File: config.mk
export PLATFORM = sky130hd
export DESIGN_NAME = q16_alu_mul
export DESIGN_NICKNAME = d
export VERILOG_FILES = /design/src/hdl/q16_alu_pkg.sv /design/src/hdl/q16_alu_mul.sv
export SDC_FILE = /design/constraint.sdc
export NUM_CORES = 2
export LEC_CHECK = 0
export ABC_AREA = 1
export BUFFER_PORTS_ARGS = -buffer_cell sky130_fd_sc_hd__buf_4
export CAP_MARGIN = 30
export CORE_UTILIZATION = 50
export DETAILED_ROUTE_END_ITERATION = 8
export GPL_TIMING_DRIVEN = 0
export PLACE_DENSITY = 0.69
export RECOVER_POWER = 100
export SETUP_SLACK_MARGIN = 0.05
export SLEW_MARGIN = 20
export SYNTH_ARGS = -nofsm -noshare
export SYNTH_HDL_FRONTEND = slang
export SYNTH_SLANG_ARGS = --single-unit
File: constraint.sdc
create_clock -name clk -period 6.95 [get_ports clk]
set_input_delay 0.695 -clock clk [delete_from_list [all_inputs] [get_ports clk]]
set_output_delay 0.695 -clock clk [all_outputs]
set_load 0.02 [all_outputs]
File: src/hdl/q16_alu_pkg.sv
package q16_alu_pkg;

	// Default number of fraction bits.
	localparam int FRAC_BITS_DEF = 16;

	// IEEE single layout.
	localparam int EXP_BIAS = 127;
	localparam int MANT_W   = 23;

	typedef enum logic [1:0] {
		OP_MUL = 2'd0,
		OP_DIV = 2'd1,
		OP_F2F = 2'd2,
		OP_ABS = 2'd3
	} op_e_t;

	typedef struct packed {
		logic [1:0]         req_type;
		logic signed [31:0] operand_a;
		logic signed [31:0] operand_b;
	} req_t;

	typedef struct packed {
		logic signed [31:0] result_value;
		logic               overflow;
		logic               divide_by_zero;
	} rsp_t;

	// Control that travels alongside the datapath through every stage.
	typedef struct packed {
		op_e_t       op;
		logic        neg;
		logic [31:0] res;
		logic        ovf;
		logic        dz;
	} ctrl_t;

	typedef struct packed {
		logic [31:0] res;
		logic        ovf;
	} fin_t;

	// Apply a sign to a magnitude, keep the low 32 bits and flag range overflow.
	function automatic fin_t finish(input logic [63:0] mag, input logic neg);
		fin_t f;
		if (neg) begin
			f.ovf = mag > 64'h0000_0000_8000_0000;
			f.res = 32'd0 - mag[31:0];
		end else begin
			f.ovf = mag > 64'h0000_0000_7fff_ffff;
			f.res = mag[31:0];
		end
		return f;
	endfunction

endpackage

File: src/hdl/q16_alu_mul.sv
module q16_alu_mul #(
	parameter int FRAC_BITS = q16_alu_pkg::FRAC_BITS_DEF
) (
	input  logic                clk,
	input  logic                en,
	input  logic [31:0]         ma_s1,
	input  logic [31:0]         mb_s1,
	input  q16_alu_pkg::ctrl_t  ctrl_in,
	output q16_alu_pkg::ctrl_t  ctrl_out
);
	import q16_alu_pkg::*;

	logic [63:0] prod_s2;
	fin_t        fin;

	// Full magnitude product, registered before scaling.
	always_ff @(posedge clk) begin
		if (en) begin
			prod_s2 <= 64'(ma_s1) * 64'(mb_s1);
		end
	end

	// Scale, sign and merge the product into the item's control.
	always_comb begin
		fin      = finish(prod_s2 >> FRAC_BITS, ctrl_in.neg);
		ctrl_out = ctrl_in;
		if (ctrl_in.op == OP_MUL) begin
			ctrl_out.res = fin.res;
			ctrl_out.ovf = fin.ovf;
		end
	end

endmodule

Word level (Yosys, flattened, before mapping)
Cells that the tools add are included.
{"block": "totals", "elab_cells": 8, "register_bits": 64, "input_bits": 103}
{"block": "op_classes", "addsub": 1, "n_lt_le_gt_ge": 2, "muxes": 2, "n_reduce_logical": 1, "n_mul": 1}
{"cell": "33-bit two-way mux", "n": 2}
{"cell": "32-bit by 32-bit multiplier with 64-bit output", "n": 1}
{"cell": "48-bit by 31-bit greater-than comparator with 1-bit output (second input constant)", "n": 1}
{"cell": "48-bit by 32-bit greater-than comparator with 1-bit output (second input constant)", "n": 1}
{"cell": "1-bit by 32-bit subtractor with 32-bit output (first input constant)", "n": 1}
{"cell": "2-bit logical NOT", "n": 1}

Longest topological paths before layout
{"block": "logic_depth", "depth_word": 3, "ltp_mapped": 30, "mapped_depth_nobuf": 29}

Worst setup path after synthesis
OpenSTA, ideal clock, no wires.
{"block": "synth_path", "path_type": "input to register", "start": "in mb_s1[9]", "end": "reg prod_s2[53] (data pin)", "arrival_time_ps": 6396, "setup_ps": 252, "t_required_ps": 6698, "setup_slack_ps": 302, "path_stages": 26, "n_path_buf": 1, "cell_sequence": "clkbuf_1 nand2_1 inv_1 fa_1 fa_1 inv_1 fa_1 fa_1 inv_1 fa_1 fa_1 fa_1 inv_1 fa_1 inv_1 ha_1 a21oi_1 o21ai_0 inv_1 o21ai_0 a21oi_1 nor2_1 nor2_1 nand2_1 nand2_1 nand2_1"}
{"block": "synth_between", "elab_chain_len": 1}
{"element": "start: declaration", "line_no": "q16_alu_mul.sv:7", "rtl": "input logic [31:0] mb_s1,"}
{"element": "32-bit by 32-bit multiplier with 64-bit output", "line_no": "q16_alu_mul.sv:19", "rtl": "prod_s2 <= 64'(ma_s1) * 64'(mb_s1);"}
{"element": "end signal: assignment", "line_no": "q16_alu_mul.sv:19"}
{"element": "end: declaration", "line_no": "q16_alu_mul.sv:13", "rtl": "logic [63:0] prod_s2;"}
No other way between the ends.
A chain may end at the register's enable or synchronous reset.

Worst setup path after layout
{"block": "layout_path", "start": "in mb_s1[13]", "end": "reg prod_s2[50] (data pin)"}
The elaborated chain is that of the path after synthesis.

==> results.cfg <==
[setup_path]
worst_ep_required_time_ns = 6.99
crit_path_start_kind = input pin
cp.arrival_ns = 7.13
cp_common_cell = fa_1
slowest_stage = fa_2
critPathKind = in2reg
crit_family = adder cells
path_buf_inv = 10
critPathCaptureType = flop
cp_max_fo = 5
slowest_delay_ns = 0.65

[logic_synthesis]
synth_cell_type_count = 38
yosysTopAreaCellShare = 0.473
async_flop_share = 0
ys_seq_area_frac = 0.0380
syn_inst = 5069
synth_edf_count = 48
ys.flop_type = edfxtp_1
syn_nets = 6328
synth.avg_cell_area_um2 = 7.48
ys_ff_latch = 48
yosysWarningCount = 0
syn_area_um2 = 37900
ys_top_cells_by_area = fa_1, inv_1, nand2_1
yosysTopAreaCell = fa_1

[floorplanning]
initial_core_util = 0.507
rows = 100
io_pins = 140
coreArea_um2 = 74700
design.die.area_um2 = 76900
chipWidth_um = 277
die_h_um = 277

[global_routing]
overflow = 0
antenna_found_initial = 3
grt_pass1_vias = 35000
grt_util_all_layers = 0.407
grt_max_degree = 49
grt_first_pass_wirelength_um = 225000

[finish]
largest_register_ffs = 48
fillers = 6734
seq_area_um2 = 1440
stdcell_count = 6332
nNetsFinal = 6620
multi_input_area_um2 = 31700
syn_to_final_growth_pct = 20.6
reg_top3 = prod_s2 x48
layout-drive-gt1-share = 0.178
top_register = prod_s2

[timing]
timing.final.ws_setup_ns = -0.145
finalHoldViolCount = 0
rsz0062_at_grt = yes
fin_crit_ns = 7.10
fin_crit_sh = 1.02
setup_viol = 32
slew_viol_final = 49
max_freq_mhz = 141
tightest_slew_ns = 2.62
relSlewSlack = -0.749

[clocking]
numClockSinks = 48
cts-root-buf = clkbuf_16
cts_tree = built
cts_buffer_depth = 2
path_clk_slew_ns = 0.07
cts_htree_levels = 2
postCtsHoldBufs = 0
cts_buffers = 5

[route]
antenna_left = 0
firstDrtPassIters = 5
drcViolationCount = 0
wl_um = 155000
vias = 34100
viasPerCell = 5.38
wire_per_inst_um = 24.5
drt_iter0_markers = 3581

[placed_design]
portBuffers = 138
dp.cells = 6204
dp_slack_ns = -1.64
dp_hpwl_um = 128000
place.gp.congestion = 1.07

[worst_hold_path]
hold_class = in2reg

[run]
max_cap_violations = 1

[run_status]
violations = max-capacitance violations, max-slew violations, negative setup slack
status = finished, violations left
==> area by class of cell <==
class | instances | share of cell area
clock buffer | 5 | 0.00274
multi-input combinational | 3146 | 0.694
clock inverter | 3 | 0.00151
timing repair buffer | 285 | 0.0574
tap | 969 | 0.0265
buffer | 206 | 0.0491
antenna | 1 | 0.0000548
inverter | 1669 | 0.137
sequential | 48 | 0.0315
==> what timing repair did <==
item	4_1_cts	5_1_grt
pin swaps	138	178
buffers inserted	65	51
endpoints found under the setup margin	47	46
resized for setup	817	474
cloned	1	5
hold endpoints to repair	0	0
==> layer usage <==
layer  GRT usage  routed length, µm  vias up
met5           0                 79        -
met4       0.271              14100        8
met3       0.104              17900      605
met2       0.623              67200     2087
met1       0.509              55900    16700
li1            -                  -    14600
==> tightest hold or removal path, stage by stage <==
cell,delay [ns]
buf_4,0.14
nand2_1,0.06
nor2_1,0.05
nand2_1,0.18
nor2_1,0.11
o21ai_2,0.18
nand2_4,0.10
nand2_4,0.09
nand3_2,0.05
nand2_1,0.05
==> metrics by stage <==
step	setup TNS [ns]	utilization	hold WS [ns]	cell area [µm²]
3_5_place_dp	-62.25	0.542	1.27	40500
6_report	-2.08	0.612	1.53	45700
4_1_cts	-0.560	0.589	0.965	44000
3_3_place_gp	-63.82	0.537	1.25	40100
5_1_grt	-6.49	0.612	1.59	45700
2_1_floorplan	0	-	0.807	37900
==> cell usage in the layout, fill, tap and decap left out, types with 51 or more instances in the layout <==
master	count
clkbuf_1	51
fa_2	62
inv_1	1572
buf_4	192
ha_1	231
nor2_1	114
fa_1	833
nand3_1	59
buf_6	56
o21ai_0	58
inv_2	90
nand2_1	1322
nand2_2	79
==> cell usage after synthesis, types with 2 or more instances <==
| master | instances |
|---|---|
| nand4_1 | 11 |
| xnor2_1 | 7 |
| ha_1 | 261 |
| nor2_2 | 7 |
| fa_1 | 895 |
| inv_2 | 2 |
| nor3_1 | 12 |
| nand2_1 | 1440 |
| inv_1 | 1666 |
| o21ai_2 | 2 |
| a21oi_1 | 90 |
| buf_4 | 4 |
| nand3_1 | 81 |
| clkbuf_1 | 201 |
| or2_0 | 2 |
| a21o_1 | 5 |
| nor3_2 | 3 |
| o21ai_1 | 3 |
| o21ai_0 | 78 |
| a31oi_1 | 2 |
| o21bai_1 | 6 |
| nand2_2 | 4 |
| edfxtp_1 | 48 |
| o21a_1 | 3 |
| nor2_1 | 181 |
| xor2_1 | 32 |
| nand3b_1 | 4 |
| nor4_1 | 9 |
==> cell families (layout without fill, tap and decap cells) <==
group,count (synthesis),after routing,synth area share
and+or+nand+nor,1759,1759,0.181
DFF,48,48,0.0380
other,0,1,0
adders and majority gates,1156,1156,0.559
xor gates and xnor gates,39,39,0.00901
AOI/OAI and AO/OA,192,192,0.0267
buffers and inverters,1875,2168,0.186
==> worst paths after layout <==
path	start	endpoint	slack, ns	cells past startpoint
setup / recovery	mb_s1[13]	prod_s2[50]	-0.15	30
hold / removal	ma_s1[0]	prod_s2[44]	1.53	10
Power is left out: the tool's default activity adds up to more than one toggle a clock period on the data nets, which glitch-free logic cannot reach.
